<file path="src/rtl/core/lemfs_ram.sv">
// Generic single-write, single-read RAM with registered read data.
// Stand-alone; no package needed.
`default_nettype none
module lemfs_ram #(
  parameter int WIDTH = 8,
  parameter int DEPTH = 8
) (
  input  wire logic                     clk,
  input  wire logic                     we,
  input  wire logic [$clog2(DEPTH)-1:0] waddr,
  input  wire logic [WIDTH-1:0]         wdata,
  input  wire logic [$clog2(DEPTH)-1:0] raddr,
  output logic      [WIDTH-1:0]         rdata
);

  logic [WIDTH-1:0] mem [DEPTH];

  always_ff @(posedge clk) begin
    if (we) begin
      mem[waddr] <= wdata;
    end
    rdata <= mem[raddr];
  end

endmodule
`default_nettype wire

</file>
<file path="config.mk">
export PLATFORM = sky130hd
export DESIGN_NAME = lemfs_ram
export DESIGN_NICKNAME = d
export VERILOG_FILES = /design/src/rtl/core/lemfs_ram.sv
export SDC_FILE = /design/constraint.sdc
export NUM_CORES = 1
export LEC_CHECK = 0
export ABC_AREA = 1
export BUFFER_PORTS_ARGS = -buffer_cell sky130_fd_sc_hd__clkbuf_2
export CORE_UTILIZATION = 50
export DETAILED_ROUTE_END_ITERATION = 6
export GPL_TIMING_DRIVEN = 0
export PLACE_DENSITY = 0.67
export SLEW_MARGIN = 20
export SYNTH_ARGS = -nofsm -noshare
export SYNTH_HDL_FRONTEND = slang
export SYNTH_SLANG_ARGS = --single-unit
</file>
<file path="constraint.sdc">
create_clock -name clk -period 1.2 [get_ports clk]
set_clock_uncertainty 0.05 [all_clocks]
set_input_delay 0.18 -clock clk [delete_from_list [all_inputs] [get_ports clk]]
set_output_delay 0.18 -clock clk [all_outputs]
set_load 0.02 [all_outputs]
</file>
# Word-level counts from Yosys, hierarchy flattened

Memories as Yosys holds them, arrays and structs flattened. A register that Yosys moved wholly into a read port is not among the register bits.
Cells that the tools add are included.

Output and inout port bits: 8
Logic and storage cells: 3
Memories kept: 1
Register bits: 0
RAM bits: 64

Multiplexer cells: 2

Memories:

| memory | depth | bits a word | rd ports | clocked after Yosys merged registers in | wr ports | RTL line | text |
|---|---|---|---|---|---|---|---|
| mem    | 8     | 8           | 1        | 1                                       | 1        | 16       | `logic [WIDTH-1:0] mem [DEPTH];` |

Operators with widths:

| cell   | count |
|---|---|
| $mux 1 | 2 |

# Longest topological paths before layout

Gate-level depths: netlist (run 1).

Depth after elaboration: 2
Gate-level depth with buffers: 8

# Worst setup path after synthesis (run 1)

OpenSTA, ideal clock, no wires.

Path kind: input to register
Start point: in waddr[0]
End point: mem mem[0][0] (enable)
Library setup time: 370 ps
Buffers on the path: 0
Required time: 780 ps
Setup slack: 95 ps
Arrival time: 685 ps
Stages: 3
Path through: inv_1 -> nand2_1 -> nor2_1

RTL lines:

| item            | RTL line | text |
|---|---|---|
| start, declared | 10       | `input wire logic [$clog2(DEPTH)-1:0] waddr,` |
| end, declared   | 16       |  |

Straight into the memory's write port.

# Worst setup path in the final report (run 1)

Start point: in waddr[0]
End point: mem mem[6][0] (enable)

Straight into the memory's write port.

==> metrics.cfg, run 1 <==
[power_and_ir_drop]
max-vdd-ir-drop_uv = 864.3
pwr-share-seq_pct = 58.1
power_w = 0.004900
power.leakage_nw = 1.608
switching_share_pct = 23.12
combPwrFrac_pct = 8.4
clkPwrFrac_pct = 33.4
intPower_w = 0.003767
power_per_cell_area_mw_per_mm2 = 1430
p_switching_w = 0.001133

[synthesis]
synth.distinct_cells = 11
syn-num-nets = 319
ys_ff_latch = 72
synth_seq_area_share_pct = 68.25
synth_warnings = 0
syn_inst = 303
synth_area_sq_mm = 0.003050
syn_avg_cell_area_sq_um = 10.07

[floorplan]
rows = 28
ios = 24
core_area_sq_mm = 0.005886
die_y_um = 80.11
start_util_pct = 51.83
die_x_um = 80.11
dieArea_sq_mm = 0.006417

[hold_path]
hp-class = in2reg

[timing]
max_slew_margin_pct = 43.78
rsz0062_at_grt = yes
hold_viol_final = 0
max_clock_freq_mhz = 862.4
maxSlewViolCount = 0
setup_viol = 0
worstMarginPinSlew_ns = 0.8402
fin_ws_ns = 0.04040
period_needed_ns = 1.160
period_share_pct = 96.63

[clock_tree]
cts-root-buf = clkbuf_8
cts_tree = built
ctsHtreeMaxLevel = 3
clkTransAtPathRegs_ns = 0.08
post_cts_buffers = 0
clock_sinks = 72
clk_path_buf_depth = 2
cts_made_buffers = 9
clk_latency_ns = 0.33

[critical_path]
cp.required_ns = 1.10
crit_path_top_delay_cell = nor2_1
crit_fanout = 8
ff2ff_setup_slack_ns = 0.27
max_stage_delay_ns = 0.66
cp-startpoint = waddr[0]
r2r_start = mem[5][0]
critPathTopFamily = simple AND/OR/NAND/NOR gates
cp_cell_sequence = clkbuf_2 -> inv_1 -> nand2_1 -> nor2_1
criticalPathCategory = in2reg
endpoint_kind = flop
arrival_ns = 1.06
timing.rr.end = rdata[0]
start_kind = input pin
crit_end = mem[6][0]
worstRegToRegCells = 6
crit_buf_inv = 2
path_depth = 4

[finish]
diodes = 0
layout.nets = 350
postLayoutCoreUtil_pct = 58.21
final_cell_count_no_fill = 414
drive_above_1_share_pct = 15.04
area_delta_synth_final_pct = 12.31

[place]
gp_congestion = 0.7860
dp_hpwl_mm = 3.752
io_buffers = 20
dp.cells = 398
post-place-ws_ns = -0.3898

[detailed_routing]
drt-initial-drc-count = 137
vias = 1975
drc = 0
antenna_left = 0
wirelength_mm = 5.903
dr.pass1.iters = 5
wire_per_inst_um = 14.26
viasPerCell = 4.771

[grt]
grt_pass1_wl_mm = 9.356
grt_pass1_vias = 1903
grt_use_total_pct = 21.31
grt_max_degree = 13
gr-total-overflow = 0
antenna_found_initial = 0

[status]
outcome = finished, final reports clean

[flow_run]
maxCapViolations = 0

==> through the flow <==
step           cell area [sq um]  hold WS (ns)  TNS (ns)
6_report                    3426       0.06729         0
5_1_grt                     3426       0.07654    -1.048
4_1_cts                     3418       0.05705   -0.3406
3_5_place_dp                3244        0.4110    -21.71
3_3_place_gp                3244        0.4048    -20.02
2_1_floorplan               3050        0.2289         0
==> layout make-up <==
cell class	instances	area, sq um
repair buffers	20	100.1
clock buffers	13	148.9
flip-flops and latches	72	2082
plain buffers	11	100.1
multi-input cells	150	615.6
inverters	70	265.3
fillers	530	2460
clock inverters	3	20.02
well taps	75	93.84
==> Yosys cell counts <==
cell type | count | area, sq um
nor2_1 | 8 | 30.03
nand2_1 | 110 | 412.9
inv_2 | 1 | 3.750
buf_4 | 3 | 22.52
buf_2 | 2 | 10.01
buf_6 | 6 | 67.56
dfxtp_1 | 8 | 160.2
inv_4 | 1 | 6.260
edfxtp_1 | 64 | 1922
inv_1 | 68 | 255.2
nand3_1 | 32 | 160.2
==> worst min path at each step <==
stage | start | to | slack (ns) | depth (start not counted)
6_report | wdata[3] | mem[2][3] | 0.07 | 1
2_1_floorplan | wdata[0] | mem[0][0] | 0.23 | 0
3_5_place_dp | wdata[6] | mem[0][6] | 0.41 | 1
4_1_cts | wdata[6] | mem[0][6] | 0.06 | 1
3_3_place_gp | wdata[6] | mem[0][6] | 0.40 | 1
5_1_grt | wdata[4] | mem[5][4] | 0.08 | 1
==> state kept, by name, summed over array words and instances (netlist names) <==
register,cells
mem,64
rdata,8
==> worst reg2reg max path, cell delays in order (launching register included) <==
cell and delay (ns):
edfxtp_1 0.39, inv_1 0.07, nand2_1 0.05, nand3_1 0.08, nand2_1 0.05, nand2_1 0.07, nand2_1 0.06
==> what timing repair did <==
item / CTS / global route
setup endpoints to repair: 30 / 44
hold buffers: 0 / 0
gates resized for setup: 2 / 3
==> per-layer routing <==
metal,routed length [um],track usage [%],vias to the layer above
met5,0,0,-
li1,-,-,993
met3,409,6.023,7
met4,73,10.71,0
met1,2513,27.03,915
met2,2906,33.50,60
==> cell families (layout without fill, tap and decap cells) <==
logic type	Yosys count	count (layout)	synth area share (%)
simple gates	150	150	19.77
buf+inv	81	117	11.98
flops	72	72	68.25
==> cell usage in the layout (no fill, tap or decap), types with 2 or more instances in the layout <==
| master | count |
|---|---|
| clkinvlp_4 | 2 |
| inv_1 | 68 |
| dfxtp_1 | 8 |
| edfxtp_1 | 64 |
| nor2_1 | 3 |
| clkbuf_2 | 20 |
| buf_4 | 3 |
| buf_2 | 2 |
| nor2_2 | 5 |
| nand3_1 | 32 |
| clkbuf_1 | 3 |
| buf_6 | 6 |
| clkbuf_8 | 10 |
| nand2_1 | 110 |
==> power by group through the flow <==
stage                     combinational (W)  clock [W]  sequential [W]
after floorplan                    0.000224          0         0.00294
after global placement             0.000398          0         0.00290
after detailed placement           0.000409          0         0.00291
after CTS                          0.000412    0.00166         0.00285
after global routing               0.000464    0.00178         0.00286
final                              0.000412    0.00164         0.00285
Power figures use the tool's default switching activity.
==> run 2: changes to the inputs <==
CORE_UTILIZATION = 30   (was 50)
PLACE_DENSITY = 0.45   (was 0.67)
==> metrics.cfg, run 2 (synthesis results as in run 1) <==
[detailed_routing]
dr.pass1.iters = 4
vias = 1961
wirelength_mm = 6.592
drc = 0
wire_per_inst_um = 13.97
antenna_left = 0
drt-initial-drc-count = 109
viasPerCell = 4.155

[timing]
period_share_pct = 87.81
maxSlewViolCount = 0
rsz0062_at_grt = no
setup-tns-final_ns = 0
max_slew_margin_pct = 57.83
worstMarginPinSlew_ns = 0.6319
hold_viol_final = 0
max_clock_freq_mhz = 949.0
period_needed_ns = 1.054
setup_viol = 0

[grt]
gr-total-overflow = 0
antenna_found_initial = 0
grt_pass1_vias = 1792
grt_use_total_pct = 13.88
grt_pass1_wl_mm = 10.01
grt_max_degree = 13

[place]
dp.cells = 456
gp_congestion = 0.7113
io_buffers = 20
dp_hpwl_mm = 4.041

[finish]
diodes = 0
final_common_cell = nand2_1
reg_top3 = mem: 64 flops, rdata: 8 flops
mostFrequentLayoutCells = nand2_1 (110), inv_1 (68), edfxtp_1 (64)
top_register = mem
drive_above_1_share_pct = 16.22
area_delta_synth_final_pct = 14.89
largest_reg_flops = 64
final_cell_count_no_fill = 472
layout.nets = 350
postLayoutCoreUtil_pct = 35.69

[critical_path]
criticalPathCategory = in2reg
crit_path_top_delay_cell = nor2_2
path_depth = 4
cp_cell_sequence = clkbuf_2 -> inv_1 -> nand2_1 -> nor2_2
crit_fanout = 8
crit_end = mem[6][0]
ff2ff_setup_slack_ns = 0.32
r2r_start = mem[2][6]
arrival_ns = 0.97
max_stage_delay_ns = 0.53
timing.rr.end = rdata[6]
start_kind = input pin
worstRegToRegCells = 6
endpoint_kind = flop
cp.required_ns = 1.12
critPathTopFamily = simple AND/OR/NAND/NOR gates
cp-startpoint = waddr[0]
crit_buf_inv = 2

[power_and_ir_drop]
pwr-share-seq_pct = 57.8
switching_share_pct = 23.72
max-vdd-ir-drop_uv = 368.9
combPwrFrac_pct = 8.6
power_w = 0.004928
power.leakage_nw = 1.614
clkPwrFrac_pct = 33.6
p_switching_w = 0.001169
intPower_w = 0.003759
power_per_cell_area_mw_per_mm2 = 1406

[floorplan]
rows = 36
die_x_um = 102.8
dieArea_sq_mm = 0.01058
start_util_pct = 31.07
die_y_um = 102.8
core_area_sq_mm = 0.009819
ios = 24

[flow_run]
maxCapViolations = 0

[clock_tree]
ctsResizeCount = 2
ctsHtreeMaxLevel = 3
clock_sinks = 72
clkTransAtPathRegs_ns = 0.07
clk_path_buf_depth = 2
cts-root-buf = clkbuf_8
cts_hold_buf = 0
post_cts_buffers = 0
cts_made_buffers = 9
clk_latency_ns = 0.33
cts_tree = built

[hold_path]
hold-path-cell-count = 1
hp-class = in2reg

[status]
outcome = finished, final reports clean

## run 2: changes by cell type in the layout (fill, tap and decap cells not counted), sizes merged
cell and change:
clkinvlp -1, clkinv +2, clkbuf -1
## run 2: power groups by stage
stage	Sequential, W	Clock, W	Combinational, W
6_report	0.00285	0.00166	0.000422
5_1_grt	0.00286	0.00179	0.000481
4_1_cts	0.00285	0.00168	0.000423
3_5_place_dp	0.00291	0	0.000419
3_3_place_gp	0.00290	0	0.000416
2_1_floorplan	0.00294	0	0.000224
## run 2: layer usage
layer  part of all wire, %  track usage, %
met3                   5.4           2.237
met4                   2.1           7.367
met2                    42           19.64
met1                    50           20.32
met5                     0               0
## run 2: worst min-delay path by stage
| stage | startpoint | endpoint | slack (ns) |
|---|---|---|---|
| final | wdata[2] | mem[7][2] | 0.07 |
| after CTS | wdata[2] | mem[7][2] | 0.06 |
| after floorplan | wdata[0] | mem[0][0] | 0.23 |
| after global routing | wdata[3] | mem[6][3] | 0.07 |
| after detailed placement | wdata[2] | mem[7][2] | 0.42 |
| after global placement | wdata[2] | mem[6][2] | 0.41 |
## run 2: layout make-up
class	instances	area, sq um
fillers	1010	6315
plain buffers	11	100.1
clock buffers	12	145.1
clock inverters	4	22.52
repair buffers	20	100.1
well taps	133	166.4
multi-input cells	150	623.1
flip-flops and latches	72	2082
inverters	70	265.3
## run 2: through the flow
stage | setup slack [ns] | hold WS, ns | area (sq um)
4_1_cts | -0.08126 | 0.06061 | 3490
6_report | 0.1462 | 0.06978 | 3505
3_3_place_gp | -0.4543 | 0.4132 | 3317
5_1_grt | 0.07550 | 0.07081 | 3505
2_1_floorplan | 0.09511 | 0.2289 | 3050
3_5_place_dp | -0.4391 | 0.4193 | 3317
