==> config.mk <==
export PLATFORM = sky130hd
export DESIGN_NAME = lemfs_front
export DESIGN_NICKNAME = d
export VERILOG_FILES = /design/src/rtl/core/lemfs_pkg.sv /design/src/rtl/core/lemfs_front.sv
export SDC_FILE = /design/constraint.sdc
export NUM_CORES = 2
export LEC_CHECK = 0
export BUFFER_PORTS_ARGS = -buffer_cell sky130_fd_sc_hd__buf_2
export CELL_PAD_IN_SITES_DETAIL_PLACEMENT = 0
export CELL_PAD_IN_SITES_GLOBAL_PLACEMENT = 1
export CORE_AREA = 2 2 392 394
export DETAILED_ROUTE_END_ITERATION = 6
export DIE_AREA = 0 0 394 396
export PLACE_DENSITY_LB_ADDON = 0.1
export SYNTH_ARGS = -nofsm -noshare
export SYNTH_HDL_FRONTEND = slang
export SYNTH_SLANG_ARGS = --single-unit
==> constraint.sdc <==
create_clock -name clk -period 21.5 [get_ports clk]
set_input_delay 1.075 -clock clk [delete_from_list [all_inputs] [get_ports clk]]
set_output_delay 1.075 -clock clk [all_outputs]
set_load 0.05 [all_outputs]
==> src/rtl/core/lemfs_pkg.sv <==
// Shared types, constants and fixed-point helpers of the mean-flow source block.
// Used by every module under rtl/core except lemfs_ram; depends on nothing else.
`default_nettype none
package lemfs_pkg;

  localparam int MAX_NODES = 4;
  localparam int FRAC_BITS = 16;
  localparam int W         = 32;
  localparam int VOL_W     = 31;
  localparam int GAMMA_W   = 19;
  localparam int TSTEP_W   = 31;
  localparam int NGRAD     = 6;
  localparam int GRAD_W    = 64;
  localparam int CNT_W     = $clog2(MAX_NODES + 1);
  localparam int GI_W      = $clog2(NGRAD + 1);
  localparam int ADDR_W    = $clog2(2 * MAX_NODES);
  localparam int SUM_W     = W + $clog2(MAX_NODES) + 1;
  localparam int MUL_W     = 33;
  localparam int PROD_W    = 2 * MUL_W;
  localparam int DVS_W     = 34;
  localparam int DIV_STEPS = 64;
  localparam int DSTEP_W   = $clog2(DIV_STEPS);
  localparam int S_DATA_W  = 352;
  localparam int M_DATA_W  = 128;
  localparam int CFG_IDX_W = 1;
  localparam int CFG_W     = 31;
  localparam int NODE_W    = 7 * W;

  localparam logic [CFG_IDX_W-1:0] CFG_GAMMA = 1'b0;
  localparam logic [CFG_IDX_W-1:0] CFG_TSTEP = 1'b1;

  localparam logic [GAMMA_W-1:0] GAMMA_RESET = 19'd91750;
  localparam logic [TSTEP_W-1:0] TSTEP_RESET = 31'd65536;
  localparam logic [MUL_W-1:0]   Q_ONE       = MUL_W'(1) << FRAC_BITS;

  typedef struct packed {
    logic signed [W-1:0] rho0;
    logic signed [W-1:0] u0;
    logic signed [W-1:0] v0;
    logic signed [W-1:0] rho;
    logic signed [W-1:0] mx;
    logic signed [W-1:0] my;
    logic signed [W-1:0] p;
  } node_t;

  typedef struct packed {
    logic [NGRAD-1:0][GRAD_W-1:0] sums;
    logic [CNT_W-1:0]             count;
    logic [VOL_W-1:0]             vol;
    logic                         err;
    logic                         bank;
  } job_t;

  function automatic logic signed [W-1:0] sat32(input logic signed [PROD_W-1:0] v);
    logic signed [W-1:0] r;
    if (v[PROD_W-1:W-1] == {(PROD_W-W+1){v[PROD_W-1]}})
      r = v[W-1:0];
    else if (v[PROD_W-1])
      r = {1'b1, {(W-1){1'b0}}};
    else
      r = {1'b0, {(W-1){1'b1}}};
    return r;
  endfunction

  function automatic logic [GRAD_W-1:0] satadd64(input logic [GRAD_W-1:0] a,
                                                 input logic [GRAD_W-1:0] b);
    logic [GRAD_W:0]   s;
    logic [GRAD_W-1:0] r;
    s = {a[GRAD_W-1], a} + {b[GRAD_W-1], b};
    if (s[GRAD_W] != s[GRAD_W-1])
      r = s[GRAD_W] ? {1'b1, {(GRAD_W-1){1'b0}}} : {1'b0, {(GRAD_W-1){1'b1}}};
    else
      r = s[GRAD_W-1:0];
    return r;
  endfunction

endpackage
`default_nettype wire

==> src/rtl/core/lemfs_front.sv <==
// Front end: accepts node words, stores nodes, accumulates normal-times-value sums.
// Pushes one cell job per last node. Depends on lemfs_pkg.
`default_nettype none
module lemfs_front (
  input  wire logic                               clk,
  input  wire logic                               rst,
  input  wire logic                               s_tvalid,
  output logic                                    s_tready,
  input  wire logic [lemfs_pkg::S_DATA_W-1:0]     s_tdata,
  input  wire logic                               s_tlast,
  input  wire logic                               q_full,
  output logic                                    push,
  output lemfs_pkg::job_t                         job,
  output logic                                    ram_we,
  output logic [lemfs_pkg::ADDR_W-1:0]            ram_waddr,
  output lemfs_pkg::node_t                        ram_wdata
);

  typedef enum logic [1:0] {F_IDLE, F_MUL, F_END} state_t;

  state_t                                                 state;
  logic signed [lemfs_pkg::W-1:0]                         nx, ny, u0, v0, pr;
  logic signed [lemfs_pkg::W-1:0]                         opa, opb;
  logic signed [lemfs_pkg::GRAD_W-1:0]                    mprod;
  logic [lemfs_pkg::NGRAD-1:0][lemfs_pkg::GRAD_W-1:0]     sums;
  logic [lemfs_pkg::CNT_W-1:0]                            count;
  logic [lemfs_pkg::VOL_W-1:0]                            vol_r;
  logic [2:0]                                             k, kp;
  logic                                                   last_r, overflow, zrho, bank;
  logic                                                   accept, room;
  lemfs_pkg::node_t                                       in_node;

  assign in_node.rho0 = s_tdata[64+:32];
  assign in_node.u0   = s_tdata[96+:32];
  assign in_node.v0   = s_tdata[128+:32];
  assign in_node.rho  = s_tdata[192+:32];
  assign in_node.mx   = s_tdata[224+:32];
  assign in_node.my   = s_tdata[256+:32];
  assign in_node.p    = s_tdata[288+:32];

  assign s_tready  = (state == F_IDLE) && !q_full;
  assign accept    = s_tvalid && s_tready;
  assign room      = count < lemfs_pkg::CNT_W'(lemfs_pkg::MAX_NODES);
  assign ram_we    = accept && room;
  assign ram_waddr = lemfs_pkg::ADDR_W'(bank ? lemfs_pkg::MAX_NODES : 0)
                   + lemfs_pkg::ADDR_W'(count);
  assign ram_wdata = in_node;
  assign kp        = k - 3'd1;

  always_comb begin
    case (k)
      3'd0:    begin opa = nx; opb = u0; end
      3'd1:    begin opa = ny; opb = u0; end
      3'd2:    begin opa = nx; opb = v0; end
      3'd3:    begin opa = ny; opb = v0; end
      3'd4:    begin opa = nx; opb = pr; end
      3'd5:    begin opa = ny; opb = pr; end
      default: begin opa = '0; opb = '0; end
    endcase
  end

  assign push       = (state == F_END) && last_r;
  assign job.sums   = sums;
  assign job.count  = count;
  assign job.vol    = vol_r;
  assign job.err    = overflow || (vol_r == '0) || (count == '0) || zrho;
  assign job.bank   = bank;

  always_ff @(posedge clk) begin
    if (rst) begin
      state    <= F_IDLE;
      count    <= '0;
      overflow <= 1'b0;
      zrho     <= 1'b0;
      bank     <= 1'b0;
      sums     <= '0;
      k        <= '0;
    end else begin
      unique case (state)
        F_IDLE: begin
          if (accept) begin
            last_r <= s_tlast;
            vol_r  <= s_tdata[320+:lemfs_pkg::VOL_W];
            if (room) begin
              nx    <= s_tdata[0+:32];
              ny    <= s_tdata[32+:32];
              u0    <= in_node.u0;
              v0    <= in_node.v0;
              pr    <= s_tdata[160+:32];
              count <= count + 1'b1;
              zrho  <= zrho || (in_node.rho0 == '0);
              k     <= '0;
              state <= F_MUL;
            end else begin
              overflow <= 1'b1;
              state    <= F_END;
            end
          end
        end
        F_MUL: begin
          mprod <= opa * opb;
          if (k != 3'd0) begin
            sums[kp] <= lemfs_pkg::satadd64(sums[kp], mprod);
          end
          if (k == 3'(lemfs_pkg::NGRAD)) begin
            state <= F_END;
          end else begin
            k <= k + 3'd1;
          end
        end
        F_END: begin
          if (last_r) begin
            sums     <= '0;
            count    <= '0;
            overflow <= 1'b0;
            zrho     <= 1'b0;
            bank     <= ~bank;
          end
          state <= F_IDLE;
        end
        default: state <= F_IDLE;
      endcase
    end
  end

endmodule
`default_nettype wire

* Yosys cells after proc, flatten, opt, wreduce, memory -nomap -nowiden
Index checks and enable logic that the tools add are counted. W data, S select, Z words.
Word-level totals: register bits after elaboration 651, latch bits 0, memory bits (writable) 0, ROM bits 0, memories 0
Cells by class: $add $sub $neg 5, $mul 1, divide/modulo/power cells 0, $lt $le $gt $ge 3, equality and inequality tests 16, shift-type cells 0, mux-type cells 35, bitwise logic cells 2, reductions and logical operators 33
Operator list (number):
- $mux W384 | 2
- $pmux W384 S2 | 1
- $mux W64 | 7
- $bwmux W384 | 1
- $bmux W64 S3 | 1
- $demux W64 S3 | 1
- $pmux W32 S3 | 1
- $add A64 B64 Y65 | 1
- $mul A32 B32 Y64 | 1
- $pmux W32 S2 | 1
- $logic_not A32 Y1 | 1
- $logic_not A31 Y1 | 1
- $mux W3 | 7
- $reduce_and A4 Y1 | 4
- $ne A2 B2 Y1 const B | 7
- $pmux W3 S2 | 2
- $eq A3 B3 Y1 const B | 3
- $add A3 B1 Y3 const B | 2
- $eq A3 B2 Y1 const B | 2
- $logic_not A3 Y1 | 2
- $mux W2 | 3
- $reduce_and A2 Y1 | 3
- $reduce_and A3 Y1 | 2
- $reduce_bool A2 Y1 | 3
- 20 further kinds | 36

* Longest topological paths before layout
depth in word-level cells 12, gate-level depth with buffers 37, mapped depth without buffers 33

* Least setup slack after synthesis
OpenSTA, ideal clock, no wires.
path kind input port to flip-flop, start point in q_full, end point reg nx[0] in the netlist's numbering (enable), arrival time 9.906 ns, required time 20.803 ns, path slack 10.896 ns, cell stages on the path 3, path through nand2b_1 -> nor4_1 -> nor2b_1
On the way: word-level cells in the longest chain between the ends 4
Ends and longest elaborated chain:
- start, declared | line lemfs_front.sv:11 | input wire logic q_full,
- $logic_not A1 Y1 | line lemfs_front.sv:41 | assign s_tready = (state == F_IDLE) && !q_full;
- $logic_and A1 B1 Y1 | line lemfs_front.sv:41
- $logic_and A1 B1 Y1 | line lemfs_front.sv:42 | assign accept = s_tvalid && s_tready;
- $reduce_and A4 Y1 (no line)
- end signal, assigned | line lemfs_front.sv:85 | nx <= s_tdata[0+:32];
- end, declared | line lemfs_front.sv:22 | logic signed [lemfs_pkg::W-1:0] nx, ny, u0, v0, pr;
Every way passes these cells. A chain may end at the register's enable or synchronous reset.

* Worst setup path in the final report
start point reg k[2], end point reg mprod[62] in the netlist's numbering, data pin
On the way: word-level cells in the longest chain between the ends 4
Ends and longest elaborated chain:
- start, declared | line lemfs_front.sv:28 | logic [2:0] k, kp;
- start signal, assigned | line lemfs_front.sv:108 | k <= k + 3'd1;
- $eq A3 B3 Y1 (tied with other cells) | line lemfs_front.sv:51 | case (k)
- $reduce_or A3 Y1 (no line) / $reduce_or A2 Y1 (equally long branches)
- $pmux W32 S2 / $pmux W32 S3 (equally long branches) | line lemfs_front.sv:51
- $mul A32 B32 Y64 (*) | line lemfs_front.sv:101 | mprod <= opa * opb;
- end signal, assigned | line lemfs_front.sv:101
- end, declared | line lemfs_front.sv:24 | logic signed [lemfs_pkg::GRAD_W-1:0] mprod;
Every way passes the cells marked *; elsewhere a longest branch is shown, timed or not.

==> results.cfg <==
[drt]
met2RoutedLength_um = 111000
wirelength_um = 247000
maxUsedRoutingLayer = met5
viasPerCell = 5.48
vias = 50849
wl_met3_um = 19300
drtIter0Drc = 3771
wl_met1_um = 107000
routedWlPerCell_um = 26.6
ant_nets = 0
drc = 0
firstDrtPassIters = 7

[min_path]
hold_start = job[299]$_SDFFE_PP0P_
holdPathEnd = job[299]$_SDFFE_PP0P_
hold_class = register to register
holdPathStages = 2

[setup_path]
cp-start-kind = register
cp_max_fo = 42
timing.rr.start = k[2]$_SDFFE_PP0P_
crit_required_ps = 21950
r2r_end = mprod[62]$_DFFE_PP_
critPathKind = register to register
critPathCaptureType = register
slowest_stage = fa_1
r2r_slack_ps = 10690
cpPeakStageDelay_ps = 1130
worstPathArrival_ps = 11260
critPathMostFrequentCell = fa_1
r2r.worst_path.cells = 30

[final_layout]
fin_nets = 8894
drive_above_1_share_pct = 14.4
finish.utilization_pct = 46.8
fillers = 14850
mostFrequentLayoutCells = fa_1 (1,083), inv_1 (988), nand2_1 (961)
syn2layout_area_growth_pct = 10.5
final_common_cell = fa_1

[timing]
fin_skew_ps = 77.4
fmax_ghz = 0.0925
setup_violations = 0
finalCriticalPeriod_ps = 10810
relSlewSlack_pct = 19.8
slew_viol_final = 0
worst_pin_slew_ps = 1200
rsz0062_at_grt = no
finalHoldViolCount = 0
finalCritPeriodShare_pct = 50.3
tns_ps = 0

[die]
core_area_um2 = 152000
die_w_um = 394
chipHeight_um = 396
rows = 143
dieArea_um2 = 156000
start_util_pct = 42.3
io_pins = 1007

[grt]
grt_max_degree = 76
grt_pass1_vias = 52966
grt_antenna_before_repair = 5
grt_pass1_wl_um = 363000
grt_overflow = 0
grtUsageTotal_pct = 31.7

[yosys]
syn-instance-count = 6843
yosysTopAreaCellShare_pct = 33.8
synth_cell_types = 78
synth-seq-cells = 651
synth_ff_type = dfxtp_1
ys_top_cells_by_area = fa_1 (34%), dfxtp_1 (12%), edfxtp_1 (12%)
yosysWarningCount = 0
synth-edff-count = 256
synthArstFlopShare_pct = 0
yosys.area.top_type = fa_1
yosysSeqAreaShare_pct = 24.3
syn_area_um2 = 64100
synthesis.nets = 8539
synth.avg_cell_area_um2 = 9.37

[job]
maxCapViolations = 0

[clock_network]
root_buffer = clkbuf_16
cts_tree = yes
post_cts_buffers = 0
tritoncts_num_sinks = 651
clockBufferDepth = 3
numCtsBuffers = 78
cts_resized = 0
clk_latency_ps = 730
htreeDepth = 3
cts.clk_slew.worst_paths_ps = 60
ctsHoldBuffers = 0

[place]
io_buffers = 749
dp_hpwl_um = 190000
gp_congestion = 1.05

[status]
status = complete, no violations
==> metrics by stage <==
| step | worst slack [ps] | std cells | hold slack (ps) | cell area, µm² |
|---|---|---|---|---|
| after global placement | 10770 | 9148 | 448 | 68300 |
| final | 10690 | 9284 | 459 | 70900 |
| after floorplan | 10900 | 6843 | 438 | 64100 |
| after CTS | 10690 | 9279 | 461 | 70800 |
| after global routing | 9990 | 9281 | 477 | 70900 |
| after detailed placement | 10670 | 9148 | 453 | 68300 |
==> cell usage after synthesis, types with 62 or more instances <==
| cell | n |
|---|---|
| o21ai_0 | 103 |
| xnor2_1 | 80 |
| a22oi_1 | 249 |
| nand3_1 | 93 |
| edfxtp_1 | 256 |
| inv_1 | 988 |
| fa_1 | 1083 |
| ha_1 | 256 |
| a21o_1 | 71 |
| a21oi_1 | 174 |
| a22o_1 | 62 |
| clkbuf_1 | 323 |
| nor2_1 | 691 |
| o21ai_1 | 322 |
| nand2_1 | 961 |
| buf_4 | 227 |
| dfxtp_1 | 395 |
==> critical path, delay by kind of cell, from the launching register on <==
family,cells,cell delay [ps]
AOI/OAI and AO/OA,8,1840
buffers and inverters,7,1610
adders and majority gates,10,5630
and+or+nand+nor,4,860
xor gates and xnor gates,1,160
DFF,1,390
==> final cells by class <==
class                           instances  area (µm²)  area share [%]
Antenna cell                            5        12.5          0.0177
Clock buffer                          107        2190            3.10
Clock inverter                         24         354           0.500
Inverter                              988        3710            5.23
Multi-Input combinational cell       4610       41800            59.0
Sequential cell                       651       15600            22.0
Tap cell                             2030        2540            3.58
Timing Repair Buffer                  869        4650            6.56
==> flip-flops by register name, indices dropped and copies added (netlist names), 2 cells and up <==
name   flops
ny        32
job      384
u0        32
mprod     64
nx        32
pr        32
count      3
k          3
vol_r     31
state      2
v0        32
==> worst max-delay path by stage <==
stage	from	endpoint	slack (ps)	cells after the start
2_1_floorplan	q_full	nx[0]$_DFFE_PP_	10900	3
3_3_place_gp	k[2]$_SDFFE_PP0P_	mprod[62]$_DFFE_PP_	10770	30
3_5_place_dp	k[2]$_SDFFE_PP0P_	mprod[63]$_DFFE_PP_	10670	27
4_1_cts	k[0]$_SDFFE_PP0P_	mprod[62]$_DFFE_PP_	10690	33
5_1_grt	k[0]$_SDFFE_PP0P_	mprod[62]$_DFFE_PP_	9990	33
6_report	k[2]$_SDFFE_PP0P_	mprod[62]$_DFFE_PP_	10690	30
==> layer usage <==
metal | GRT usage (%) | vias up
li1 | - | 22340
met1 | 43.3 | 25924
met2 | 50.0 | 2160
met3 | 6.33 | 419
met4 | 11.4 | 6
met5 | 0.770 | -
==> logic make-up (layout without fill, tap and decap cells) <==
family	after synthesis	after routing	share of synthesized area [%]
compound gates	1164	1164	11.6
xor+xnor	125	125	1.71
buf+inv	1582	1988	10.7
other cells	0	5	0
mux	9	9	0.144
fa+ha+maj	1341	1341	38.8
flops	651	651	24.3
simple gates	1971	1971	12.6
Power is left out: the tool's default activity adds up to more than one toggle a clock period on the data nets, which glitch-free logic cannot reach.
