<file path="config.mk">
export PLATFORM = sky130hd
export DESIGN_NAME = lemfs_queue
export DESIGN_NICKNAME = d
export VERILOG_FILES = /design/src/rtl/core/lemfs_pkg.sv /design/src/rtl/core/lemfs_queue.sv
export SDC_FILE = /design/constraint.sdc
export NUM_CORES = 1
export LEC_CHECK = 0
export BUFFER_PORTS_ARGS = -buffer_cell sky130_fd_sc_hd__buf_2
export CAP_MARGIN = 20
export CORE_MARGIN = 8
export CORE_UTILIZATION = 27
export CTS_BUF_LIST = sky130_fd_sc_hd__clkbuf_8
export DETAILED_ROUTE_END_ITERATION = 8
export PLACE_DENSITY_LB_ADDON = 0.3
export SLEW_MARGIN = 15
export SYNTH_ARGS = -nofsm -noshare
export SYNTH_HDL_FRONTEND = slang
export SYNTH_SLANG_ARGS = --single-unit
</file>
<file path="constraint.sdc">
create_clock -name clk -period 42.3 [get_ports clk]
set_clock_uncertainty 0.15 [all_clocks]
set_input_delay 2.115 -clock clk [delete_from_list [all_inputs] [get_ports clk]]
set_output_delay 2.115 -clock clk [all_outputs]
set_load 0.01 [all_outputs]
</file>
<file path="src/rtl/core/lemfs_pkg.sv">
// Shared types, constants and fixed-point helpers of the mean-flow source block.
// Used by every module under rtl/core except lemfs_ram; depends on nothing else.
`default_nettype none
package lemfs_pkg;

  localparam int MAX_NODES = 4;
  localparam int FRAC_BITS = 16;
  localparam int W         = 32;
  localparam int VOL_W     = 31;
  localparam int GAMMA_W   = 19;
  localparam int TSTEP_W   = 31;
  localparam int NGRAD     = 6;
  localparam int GRAD_W    = 64;
  localparam int CNT_W     = $clog2(MAX_NODES + 1);
  localparam int GI_W      = $clog2(NGRAD + 1);
  localparam int ADDR_W    = $clog2(2 * MAX_NODES);
  localparam int SUM_W     = W + $clog2(MAX_NODES) + 1;
  localparam int MUL_W     = 33;
  localparam int PROD_W    = 2 * MUL_W;
  localparam int DVS_W     = 34;
  localparam int DIV_STEPS = 64;
  localparam int DSTEP_W   = $clog2(DIV_STEPS);
  localparam int S_DATA_W  = 352;
  localparam int M_DATA_W  = 128;
  localparam int CFG_IDX_W = 1;
  localparam int CFG_W     = 31;
  localparam int NODE_W    = 7 * W;

  localparam logic [CFG_IDX_W-1:0] CFG_GAMMA = 1'b0;
  localparam logic [CFG_IDX_W-1:0] CFG_TSTEP = 1'b1;

  localparam logic [GAMMA_W-1:0] GAMMA_RESET = 19'd91750;
  localparam logic [TSTEP_W-1:0] TSTEP_RESET = 31'd65536;
  localparam logic [MUL_W-1:0]   Q_ONE       = MUL_W'(1) << FRAC_BITS;

  typedef struct packed {
    logic signed [W-1:0] rho0;
    logic signed [W-1:0] u0;
    logic signed [W-1:0] v0;
    logic signed [W-1:0] rho;
    logic signed [W-1:0] mx;
    logic signed [W-1:0] my;
    logic signed [W-1:0] p;
  } node_t;

  typedef struct packed {
    logic [NGRAD-1:0][GRAD_W-1:0] sums;
    logic [CNT_W-1:0]             count;
    logic [VOL_W-1:0]             vol;
    logic                         err;
    logic                         bank;
  } job_t;

  function automatic logic signed [W-1:0] sat32(input logic signed [PROD_W-1:0] v);
    logic signed [W-1:0] r;
    if (v[PROD_W-1:W-1] == {(PROD_W-W+1){v[PROD_W-1]}})
      r = v[W-1:0];
    else if (v[PROD_W-1])
      r = {1'b1, {(W-1){1'b0}}};
    else
      r = {1'b0, {(W-1){1'b1}}};
    return r;
  endfunction

  function automatic logic [GRAD_W-1:0] satadd64(input logic [GRAD_W-1:0] a,
                                                 input logic [GRAD_W-1:0] b);
    logic [GRAD_W:0]   s;
    logic [GRAD_W-1:0] r;
    s = {a[GRAD_W-1], a} + {b[GRAD_W-1], b};
    if (s[GRAD_W] != s[GRAD_W-1])
      r = s[GRAD_W] ? {1'b1, {(GRAD_W-1){1'b0}}} : {1'b0, {(GRAD_W-1){1'b1}}};
    else
      r = s[GRAD_W-1:0];
    return r;
  endfunction

endpackage
`default_nettype wire

</file>
<file path="src/rtl/core/lemfs_queue.sv">
// Two-entry job queue between front and back ends.
// Depends on lemfs_pkg for the job type.
`default_nettype none
module lemfs_queue (
  input  wire logic             clk,
  input  wire logic             rst,
  input  wire logic             push,
  input  wire lemfs_pkg::job_t  job_in,
  input  wire logic             pop,
  output lemfs_pkg::job_t       head,
  output logic                  empty,
  output logic                  full
);

  lemfs_pkg::job_t mem [2];
  logic [1:0]      cnt;
  logic            wp, rp;

  assign empty = (cnt == 2'd0);
  assign full  = (cnt == 2'd2);
  assign head  = mem[rp];

  always_ff @(posedge clk) begin
    if (rst) begin
      cnt <= '0;
      wp  <= 1'b0;
      rp  <= 1'b0;
    end else begin
      if (push) begin
        mem[wp] <= job_in;
        wp      <= ~wp;
      end
      if (pop) begin
        rp <= ~rp;
      end
      cnt <= cnt + 2'(push) - 2'(pop);
    end
  end

endmodule
`default_nettype wire

</file>
# ---- Word level (Yosys, flattened, before mapping)
# Memories as Yosys holds them, arrays and structs flattened. A register that Yosys moved wholly into a read port is not among the register bits.
# Cells that the tools add are included.
# Widths: inputs -> output; s select.
dict set report word_totals {
  n_memories 1
  ramBits 840
  out_inout_bits 422
  regBits 4
  in_bits 424
}
dict set report classes {
  eq_ne 1
  add_sub_neg 2
  reduce_logical 1
  bitwise_logic 2
  mux 5
}
# memory words width rd rd_clocked_by_memory_dff write_ports line_no
set mem_list {}
lappend mem_list {mem 2 420 1 1 1 lemfs_queue.sv:15} ;# lemfs_pkg::job_t mem [2];
# cell count
set ops {}
lappend ops {{$mux 1} 5}
lappend ops {{$add 2x1->2} 1}
lappend ops {{$eq 2x2->1 const B} 1}
lappend ops {{$logic_not 2->1} 1}
lappend ops {{$not 1->1} 2}
lappend ops {{$sub 2x1->2} 1}

# ---- Logic depth before layout (Yosys ltp)
# Gate-level depths: netlist of the first run.
dict set report depth {
  ltp_word 3
  mapped_depth 6
  mapped_depth_nobuf 6
}

# ---- Least setup slack after synthesis of the first run
# Ideal clock, no wire load.
dict set report synth_timing {
  kind {input to register}
  start {in rst}
  end {mem mem[0][0] (netlist name) (enable)}
  cell_stages 1
  setup_slack_ps 8251
  t_arrival_ps 32099
  path_cell_list {nor3b_1}
}
dict set report synth_between {
  elab_chain_len 2
}
# element line_no
set synth_lines {}
lappend synth_lines {{start: declaration} lemfs_queue.sv:6} ;# input wire logic rst,
lappend synth_lines {{$mux 1} lemfs_queue.sv:24} ;# if (rst) begin
lappend synth_lines {{$mux 1 (implied by the code)} lemfs_queue.sv:30} ;# mem[wp] <= job_in;
lappend synth_lines {{end: declaration} lemfs_queue.sv:15}
# Every way passes these cells.

==> results of run 1 <==
worst max-delay path, stage by stage, from the launching register on:
cell     delay (ns)
dfxtp_4        0.35
buf_12         0.57
buf_4          0.81
buf_4          0.89
buf_4          0.90
mux2_4         0.36
buf_2          0.14
power by group through the flow:
| stage | clock network [uW] | logic [uW] | registers (uW) |
|---|---|---|---|
| 2_1_floorplan | 0 | 135 | 1010 |
| 3_3_place_gp | 0 | 208 | 983 |
| 3_5_place_dp | 0 | 210 | 985 |
| 4_1_cts | 704 | 211 | 968 |
| 5_1_grt | 738 | 221 | 969 |
| 6_report | 671 | 206 | 968 |
cells in the mapped netlist (all sizes together):
library cell,count
and3b,1
xnor2,2
nor2b,2
edfxtp,840
inv,2
dfxtp,5
buf,47
nor3b,1
ha,2
nor2,5
mux2,420
xnor3,1
worst max-delay path by stage:
stage | end | slack (ns) | cells after the start
2_1_floorplan | mem[0][0] | 8.25 | 1
5_1_grt | head[122] | 34.62 | 6
6_report | head[70] | 34.98 | 6
3_5_place_dp | head[88] | 35.73 | 6
4_1_cts | head[54] | 34.73 | 6
3_3_place_gp | head[84] | 35.84 | 6
metrics by stage:
step           total power [uW]  cell area [um^2]  util [%]
2_1_floorplan              1140             32600         -
4_1_cts                    1880             40700      34.0
3_3_place_gp               1190             38100      31.8
6_report                   1850             40800      34.1
5_1_grt                    1930             40800      34.0
3_5_place_dp               1200             38100      31.8
logic make-up (layout without fill, tap and decap cells):
group / count (synthesis) / in the layout / synth area share [%]
buf+inv: 49 / 1121 / 2.79
flops: 845 / 845 / 77.7
xor+xnor: 3 / 3 / 0.123
simple gates: 9 / 9 / 0.146
other cells: 0 / 29 / 0
fa+ha+maj: 2 / 2 / 0.0768
mux: 420 / 420 / 19.1
state kept, by name, summed over array words and instances, names as in the netlist, named ones only:
register	cells
cnt	2
mem	840
rp	1
wp	1
area by class of cell:
type,instances,area [um^2]
inverters,2,7.51
fillers,11600,79000
well taps,1612,2020
clock buffers,151,2080
flip-flops and latches,845,25300
diodes,29,72.6
multi-input cells,434,6350
repair buffers,861,4400
clock inverters,107,559
per-layer routing:
| metal | up-vias | wire length [um] |
|---|---|---|
| met2 | 698 | 43100 |
| met3 | 199 | 9710 |
| met1 | 7982 | 28600 |
| met5 | - | 216 |
| li1 | 7303 | - |
| met4 | 34 | 3010 |
==> reports/results.tsv, run 1 <==
stage	metric	value	unit
global_route	GR Layer Usage met1	11.5	%
hold_path	Hold Startpoint	rp	
synthesis	Syn Nets	1754	
global_route	number of global-route vias before repair	18200	
synthesis	synthesized cell area	32600	um^2
floorplanning	IO Pins	846	
worst_setup_path	nature of the critical path endpoint	output pin	
finish	nets	2719	
cts	clk_lat worst skew	0.82	ns
global_route	GRT Util Overall	12.1	%
global_route	initial antenna violation count	46	
power_and_ir_drop	Switching Share	23.9	%
worst_setup_path	arrival time worst endpoint	5.05	ns
timing	final worst slack	34.98	ns
finish	layout cell share with drive strength beyond 1	60.8	%
place	IO buf count	845	
drt	DRC viols	0	
timing	RSZ-0062 raised after global routing	no	
worst_setup_path	register-to-register setup slack	38.37	ns
timing	achievable frequency	137	MHz
worst_setup_path	worst r2r src	wp	
timing	Rel. slew slack	31.0	%
outcome	status	finished clean	
place	pre-CTS WS	35.73	ns
finish	non-filler instance count after layout	4041	
synthesis	FF+latch count, synth	845	
floorplanning	width of the chip	363	um
power_and_ir_drop	P_leak	0.0158	uW
cts	H-tree levels	4	
cts	CTS buffer count	149	
synthesis	synth warn	0	
timing	crit share post-route	17.3	%
worst_setup_path	crit path kind	register to output pin	
synthesis	sequential share of the synthesized area	77.7	%
cts	setup repair bufs after CTS	0	
timing	Worst Tran Pin Value	1.03	ns
cts	PostCTS Resize Cnt	0	
power_and_ir_drop	Reg power frac	52.4	%
cts	hold buffer count at CTS	0	
global_route	global route overflow	0	
place	placed cells	3754	
synthesis	synthesized netlist cell count	1328	
cts	Worst-path clk slew	0.05	ns
power_and_ir_drop	internal power	1400	uW
worst_setup_path	CP required	40.03	ns
power_and_ir_drop	Psw	441	uW
synthesis	Synth top area share	77.4	%
synthesis	top cells by area, synth	edfxtp_1, mux2_4, buf_12	
flow_run	Max Cap Viol	0	
place	post-DP HPWL	60.7	mm
floorplanning	row count	127	
drt	via count	16200	
timing	TNS Setup	0	ns
global_route	first-pass GRT wire length	118	mm
global_route	gr busiest metal	met2	
synthesis	Synth cell types	15	
power_and_ir_drop	Pwr per Cell Area	45.2	nW/um^2
place	routability cong.	0.826	
power_and_ir_drop	clock share of power	36.4	%
power_and_ir_drop	maximum VDD drop	0.0280	mV
cts	Max Buffers Root-to-Sink	3	
global_route	met3 Resource Use GR	6.81	%
cts	CTS sink count	845	
hold_path	Hold Crit Class	register to register	
worst_setup_path	Critical Path Start Type	register	
synthesis	Syn Area/Cell	24.5	um^2
timing	setup violators final	0	
finish	most frequent cells in the layout	buf_2, edfxtp_1, mux2_4	
cts	CTS tree	built	
timing	WHS	0.375	ns
worst_setup_path	FF-to-FF path depth	4	
floorplanning	Initial Utilization	27.2	%
worst_setup_path	RR Endpoint	mem[0][23]	
worst_setup_path	Max FO, Critical Path	118	
hold_path	Hold Path Stages	2	
hold_path	hold path endpoint	rp	
finish	commonest non-fill, non-tap cell in the layout	buf_2	
timing	Max Slew Vio Count	0	
drt	Post-Route WL	84.6	mm
floorplanning	Die ar.	132000	um^2
timing	fin crit period	7.32	ns
global_route	met2 Use GR	21.1	%
power_and_ir_drop	Comb pwr share	11.2	%
floorplanning	Chip Height	363	um
floorplanning	Core Area	120000	um^2
cts	root buf cell	clkbuf_8	
drt	violation count after the first detailed-route iteration	832	
global_route	largest net degree at the start of global routing	152	
drt	vias per cell	4.01	
finish	P&R area growth vs syn	25.3	%
drt	first-pass iteration count of the detailed router	4	
drt	antenna-violating nets left	0	
synthesis	largest area contributor in the netlist	edfxtp_1	
drt	Routed wire per std cell	20.9	um
timing	Hold Vio Cnt, Final	0	
Note: power is estimated with default switching activity, not from simulation.
==> run 2, diff against run 1 <==
Clock period 42.3 ns to 7.2 ns, I/O delays scaled along.
==> reports/results.tsv, run 2 (synthesis gave the netlist of run 1 again) <==
stage	metric	value	unit	change
global_route	initial antenna violation count	22		was 46
worst_setup_path	RR Endpoint	mem[1][106]		was mem[0][23]
floorplanning	width of the chip	363	um	unchanged
timing	TNS Setup	0	ns	unchanged
floorplanning	Die ar.	132000	um^2	unchanged
finish	max reg flops	840		unchanged
floorplanning	row count	127		unchanged
floorplanning	IO Pins	846		unchanged
power_and_ir_drop	Reg power frac	50.1	%	was 52.4%
timing	crit share post-route	52.2	%	
cts	root buf cell	clkbuf_8		unchanged
hold_path	hold path endpoint	mem[0][179]		was rp
timing	Hold Vio Cnt, Final	0		unchanged
worst_setup_path	CP max stage delay	0.83	ns	was 0.90 ns
drt	vias per cell	4.05		was 4.01
timing	Worst Tran Pin Value	1.16	ns	was 1.03 ns
worst_setup_path	nature of the critical path endpoint	output pin		unchanged
timing	setup violators final	0		unchanged
worst_setup_path	FF-to-FF path depth	2		was 4
worst_setup_path	cell repeated most along the worst path	buf_12		was buf_4
drt	Post-Route WL	92.1	mm	was 84.6 mm
worst_setup_path	Max FO, Critical Path	78		was 118
power_and_ir_drop	Switching Share	24.1	%	was 23.9%
finish	Top reg by flops	mem		unchanged
floorplanning	Initial Utilization	27.2	%	unchanged
power_and_ir_drop	Psw	2730	uW	was 441 uW
finish	P&R area growth vs syn	48.0	%	was 25.3%
drt	antenna-violating nets left	0		unchanged
finish	commonest non-fill, non-tap cell in the layout	buf_2		unchanged
worst_setup_path	Critical Path Start Type	register		unchanged
timing	Max Slew Vio Count	0		unchanged
power_and_ir_drop	internal power	8620	uW	was 1400 uW
timing	RSZ-0062 raised after global routing	no		unchanged
global_route	first-pass GRT wire length	134	mm	was 118 mm
timing	WHS	0.137	ns	was 0.375 ns
place	post-DP HPWL	61.5	mm	was 60.7 mm
worst_setup_path	crit path kind	register to output pin		unchanged
power_and_ir_drop	clock share of power	36.2	%	was 36.4%
worst_setup_path	WP buf/inv	3		was 5
worst_setup_path	register-to-register setup slack	4.68	ns	was 38.37 ns
hold_path	Hold Path Stages	2		unchanged
drt	Routed wire per std cell	19.4	um	was 20.9 um
worst_setup_path	CP required	6.69	ns	was 40.03 ns
finish	Reg area	25300	um^2	unchanged
cts	H-tree levels	4		unchanged
place	IO buf count	845		unchanged
floorplanning	Chip Height	363	um	unchanged
cts	CTS tree	built		unchanged
timing	achievable frequency	266	MHz	
drt	violation count after the first detailed-route iteration	981		was 832
outcome	status	finished clean		unchanged
cts	PostCTS Resize Cnt	0		unchanged
floorplanning	Core Area	120000	um^2	unchanged
power_and_ir_drop	Comb pwr share	13.7	%	was 11.2%
place	Area after DPL	38200	um^2	was 38,100 um^2
finish	top flop regs	mem: 840 flops, cnt: 2 flops		unchanged
global_route	largest net degree at the start of global routing	154		was 152
worst_setup_path	worst r2r src	wp		unchanged
global_route	number of global-route vias before repair	21900		was 18,200
worst_setup_path	sequence of cells on the critical path	buf_12 -> buf_12 -> mux2_2 -> buf_2		was buf_12 -> buf_4 -> buf_4 -> buf_4 -> mux2_4 -> buf_2
cts	setup repair bufs after CTS	0		unchanged
flow_run	Max Cap Viol	0		unchanged
power_and_ir_drop	maximum VDD drop	0.199	mV	was 0.0280 mV
drt	DRC viols	0		unchanged
global_route	GRT Util Overall	13.4	%	was 12.1%
cts	CTS sink count	845		unchanged
timing	fin crit period	3.76	ns	
finish	utilization after layout	40.2	%	was 34.1%
finish	most frequent cells in the layout	buf_2, edfxtp_1, dlygate4sd3_1		was buf_2, edfxtp_1, mux2_4
worst_setup_path	slowest CP cell	dfxtp_4		was buf_4
drt	via count	19300		was 16,200
hold_path	Hold Startpoint	job_in[179]		was rp
finish	final instance area	48200	um^2	was 40,800 um^2
cts	Worst-path clk slew	0.05	ns	about the same
global_route	global route overflow	0		unchanged
place	routability cong.	0.814		was 0.826
finish	nets	3445		was 2,719
drt	first-pass iteration count of the detailed router	5		was 4
finish	Multi-input gate area	6360	um^2	was 6350 um^2
power_and_ir_drop	Pwr per Cell Area	235	nW/um^2	was 45.2 nW/um^2
timing	Rel. slew slack	22.6	%	was 31.0%
worst_setup_path	arrival time worst endpoint	3.25	ns	was 5.05 ns
power_and_ir_drop	P_leak	0.0189	uW	was 0.0158 uW
cts	Max Buffers Root-to-Sink	3		unchanged
worst_setup_path	Top delay family on crit path	buffers and inverters		unchanged
cts	CTS buffer count	149		unchanged
finish	layout cell share with drive strength beyond 1	46.9	%	was 60.8%
cts	clk_lat worst skew	0.81	ns	was 0.82 ns
hold_path	Hold Crit Class	input port to register		was register to register
power_and_ir_drop	Final Power	11400	uW	was 1850 uW
finish	fillcell total	10800		was 11,600
==> run 2: through the flow <==
stage,worst slack (ns),instances
finish,3.44,4759
global route,3.22,4756
CTS,3.22,4748
detailed placement,4.24,3756
global placement,4.28,3756
floorplan,-4.36,1328
==> run 2: layer usage <==
layer / vias to the layer above / routed length (um) / global-route usage (%) / share of wire (%)
met2: 801 / 46000 / 23.0 / 50
li1: 8750 / - / - / -
met5: - / 108 / 0 / 0.12
met4: 16 / 3870 / 6.65 / 4.2
met1: 9503 / 33500 / 14.0 / 36
met3: 217 / 8620 / 5.77 / 9.4
==> run 2: cell type report <==
type	instances	share of cell area [%]
Timing Repair Buffer	1587	24.3
Inverter	2	0.0156
Sequential cell	845	52.5
Clock buffer	153	4.37
Tap cell	1612	4.18
Antenna cell	11	0.0571
Multi-Input combinational cell	434	13.2
Clock inverter	115	1.34
==> run 2: worst max path at each step <==
stage / to / slack, ns / depth (start not counted)
6_report: head[8] / 3.44 / 4
5_1_grt: head[8] / 3.22 / 4
3_5_place_dp: head[8] / 4.24 / 4
2_1_floorplan: mem[0][0] / -4.36 / 1
3_3_place_gp: head[1] / 4.28 / 4
4_1_cts: head[8] / 3.22 / 4
==> run 2: repair_timing <==
| item | 4_1_cts | 5_1_grt |
|---|---|---|
| endpoints found under the hold margin | 862 | 0 |
| hold buffers | 724 | 0 |
| setup endpoints to repair | 0 | 0 |
==> run 2: power by group through the flow <==
stage                     clock network (uW)  logic [uW]  registers (uW)
after global placement                     0        1220            5790
after CTS                               4290        1570            5690
final                                   4110        1550            5690
after floorplan                            0         795            5820
after detailed placement                   0        1240            5790
after global routing                    4500        1650            5710
==> run 3, diff against run 2 <==
Clock period 7.2 ns to 3.67 ns, I/O delays scaled along.
==> reports/results.tsv, run 3 <==
stage	metric	value	unit	change
synthesis	post-synthesis compound-gate area fraction	0	%	unchanged
synthesis	synthesized netlist cell count	1328		unchanged
place	post-DP HPWL	64.5	mm	was 61.5 mm
place	Area after DPL	38500	um^2	was 38,200 um^2
cts	root buf cell	clkbuf_8		unchanged
synthesis	Post-synth ARST share	0	%	unchanged
outcome	status	aborted with a tool error		was finished clean
cts	PostCTS Resize Cnt	0		unchanged
synthesis	largest area contributor in the netlist	edfxtp_1		unchanged
synthesis	Synth top cells by count	edfxtp_1, mux2_4, buf_12		unchanged
cts	CTS buffer count	145		was 149
synthesis	synthesized cell area	32600	um^2	unchanged
synthesis	FF+latch count, synth	845		unchanged
place	routability cong.	0.832		was 0.814
cts	hold buffer count at CTS	810		was 724
floorplanning	Chip Height	363	um	unchanged
cts	setup repair bufs after CTS	0		unchanged
synthesis	XOR/XNOR Fraction of Synth Area	0.123	%	unchanged
synthesis	most frequent cell after synthesis	edfxtp_1		unchanged
synthesis	Synth cell types	15		unchanged
floorplanning	Initial Utilization	27.2	%	unchanged
synthesis	mux cell area share after synthesis	19.1	%	unchanged
synthesis	area share of and/or/nand/nor cells after synthesis	0.146	%	unchanged
synthesis	number of synthesized flops with an enable pin	840		unchanged
cts	H-tree levels	4		unchanged
synthesis	Syn Area/Cell	24.5	um^2	unchanged
cts	CTS sink count	845		unchanged
floorplanning	width of the chip	363	um	unchanged
outcome	Last stage	4_1_cts		
floorplanning	IO Pins	846		unchanged
floorplanning	row count	127		unchanged
cts	Max Buffers Root-to-Sink	3		unchanged
synthesis	synth warn	0		unchanged
place	placed cells	3787		was 3,756
synthesis	Syn Nets	1754		unchanged
synthesis	top cells by area, synth	edfxtp_1, mux2_4, buf_12		unchanged
synthesis	largest family of logic cells by synthesized area	multiplexers		unchanged
synthesis	sequential share of the synthesized area	77.7	%	unchanged
synthesis	Synth top area share	77.4	%	unchanged
place	IO buf count	845		unchanged
outcome	First Err	[ERROR RSZ-0060] Max buffer count reached.		
synthesis	commonest register cell after synthesis	edfxtp_1		unchanged
synthesis	adder-cell share of the synthesized area	0.0768	%	unchanged
run 3: cell counts after synthesis:
Identical to the previous run, type by type.
run 3: stage by stage:
stage | worst slack [ns] | utilization (%)
2_1_floorplan | -7.78 | -
3_3_place_gp | 1.48 | 32.1
3_5_place_dp | 1.44 | 32.1
run 3: logic make-up after synthesis:
group,count (synthesis)
DFF,845
xor gates and xnor gates,3
and+or+nand+nor,9
adders and majority gates,2
buffers and inverters,49
muxes,420
==> run 4, diff against run 3 <==
Settings changed: CORE_UTILIZATION 27 to 20, CTS_BUF_LIST sky130_fd_sc_hd__clkbuf_8 to default, PLACE_DENSITY_LB_ADDON 0.3 to 0.15.
==> reports/results.tsv, run 4 (synthesis gave the netlist of run 1 again) <==
stage	metric	value	unit	change
floorplanning	width of the chip	420	um	was 363 um
floorplanning	IO Pins	846		unchanged
worst_setup_path	CP max stage delay	0.44	ns	
cts	PostCTS Resize Cnt	0		unchanged
finish	final instance area	46800	um^2	
floorplanning	Chip Height	420	um	was 363 um
finish	nets	3159		
global_route	GR Layer Usage met1	10.7	%	
global_route	met3 Resource Use GR	3.31	%	
place	routability cong.	0.748		was 0.832
hold_path	Hold Crit Class	input port to register		
worst_setup_path	sequence of cells on the critical path	buf_12 -> buf_12 -> mux2_4 -> buf_2		
place	post-DP HPWL	72.3	mm	was 64.5 mm
worst_setup_path	arrival time worst endpoint	2.39	ns	
finish	fillcell total	16300		
finish	most frequent cells in the layout	buf_2, edfxtp_1, dlygate4sd3_1		
worst_setup_path	nature of the critical path endpoint	output pin		
timing	crit share post-route	74.1	%	
cts	clk_lat worst skew	0.67	ns	
worst_setup_path	Critical Path Start Type	register		
timing	Rel. slew slack	50.3	%	
finish	max reg flops	840		
cts	root buf cell	clkbuf_16		was clkbuf_8
worst_setup_path	CP required	3.34	ns	
outcome	status	finished clean		was aborted with a tool error
global_route	initial antenna violation count	12		
flow_run	Max Cap Viol	0		
global_route	number of global-route vias before repair	20100		
global_route	GRT Util Overall	10.6	%	
finish	Reg area	25300	um^2	
worst_setup_path	Max FO, Critical Path	54		
worst_setup_path	Top delay family on crit path	buffers and inverters		
cts	setup repair bufs after CTS	0		unchanged
timing	fin crit period	2.72	ns	
floorplanning	Initial Utilization	20.1	%	was 27.2%
worst_setup_path	cell repeated most along the worst path	buf_12		
worst_setup_path	crit path kind	register to output pin		
place	IO buf count	845		unchanged
place	pre-CTS WS	1.40	ns	was 1.44 ns
global_route	gr busiest metal	met2		
drt	vias per cell	3.54		
cts	Max Buffers Root-to-Sink	3		unchanged
timing	setup violators final	0		
drt	first-pass iteration count of the detailed router	6		
timing	Max Slew Vio Count	0		
drt	via count	17700		
global_route	global route overflow	0		
finish	top flop regs	mem: 840 flops, cnt: 2 flops		
global_route	largest net degree at the start of global routing	90		
cts	H-tree levels	3		was 4
drt	Post-Route WL	98.5	mm	
timing	Worst Tran Pin Value	0.746	ns	
finish	Multi-input gate area	6360	um^2	
timing	achievable frequency	368	MHz	
power_and_ir_drop	maximum VDD drop	0.364	mV	
drt	Routed wire per std cell	19.7	um	
power_and_ir_drop	Pwr per Cell Area	496	nW/um^2	
hold_path	Hold Startpoint	job_in[59]		
drt	violation count after the first detailed-route iteration	756		
worst_setup_path	slowest CP cell	dfxtp_4		
timing	RSZ-0062 raised after global routing	no		
power_and_ir_drop	P_leak	0.0179	uW	
floorplanning	Die ar.	176000	um^2	
place	Area after DPL	39200	um^2	was 38,500 um^2
timing	final worst slack	0.951	ns	
cts	CTS sink count	845		unchanged
global_route	met2 Use GR	20.1	%	
finish	layout cell share with drive strength beyond 1	51.3	%	
drt	DRC viols	0		
floorplanning	row count	148		was 127
floorplanning	Core Area	162000	um^2	
cts	CTS buffer count	99		was 145
drt	antenna-violating nets left	0		
global_route	first-pass GRT wire length	138	mm	
worst_setup_path	WP buf/inv	3		
cts	CTS tree	built		
worst_setup_path	worst r2r src	wp		
finish	P&R area growth vs syn	43.6	%	
finish	Top reg by flops	mem		
finish	commonest non-fill, non-tap cell in the layout	buf_2		
timing	Hold Vio Cnt, Final	0		
cts	Worst-path clk slew	0.06	ns	
-- run 4: power breakdown --
| group | internal (uW) | total, uW | switching (uW) |
|---|---|---|---|
| logic | 1520 | 2940 | 1420 |
| registers | 11000 | 11100 | 88.9 |
| clock network | 5300 | 9110 | 3810 |
| total | 17900 | 23200 | 5320 |
-- run 4: final timing paths --
path	end	slack, ns	cells past startpoint
max	head[140]	0.95	4
min	mem[0][59]	0.1	2
max reg2reg	mem[0][400]	1.58	3
min reg2reg	rp	0.40	2
-- run 4: layout make-up --
class                   instances  area share (%)
clock inverters                45           0.714
inverters                       2          0.0161
clock buffers                 131            5.64
diodes                          7          0.0375
flip-flops and latches        845            54.2
well taps                    2175            5.82
multi-input cells             434            13.6
repair buffers               1351            20.0
-- run 4: worst register-to-register path, stage by stage (launching register included) --
cell and delay (ns):
dfxtp_2 0.34, nor3b_4 0.31, buf_12 0.28, buf_12 0.44
-- run 4: through the flow --
stage                     total power [uW]  setup TNS, ns  instances  util, %  hold slack (ns)
after floorplan                      13000       -4270.68       1328        -           0.0985
final                                23200              0       4990     28.8           0.0956
after CTS                            23700              0       4983     28.8         0.000433
after global placement               13900              0       4348     24.2            0.221
after detailed placement             13900              0       4348     24.2            0.225
after global routing                 24100              0       4990     28.8           0.0176
-- run 4: metal layers --
metal	share of wire, %	vias up
met5	0.020	-
met3	6.5	178
met1	35	8806
li1	-	8155
met2	54	517
met4	4.1	2
-- run 4: what timing repair did --
action / CTS / global route
endpoints found under the setup margin: 0 / 0
endpoints found under the hold margin: 863 / 0
hold buffers: 459 / 0
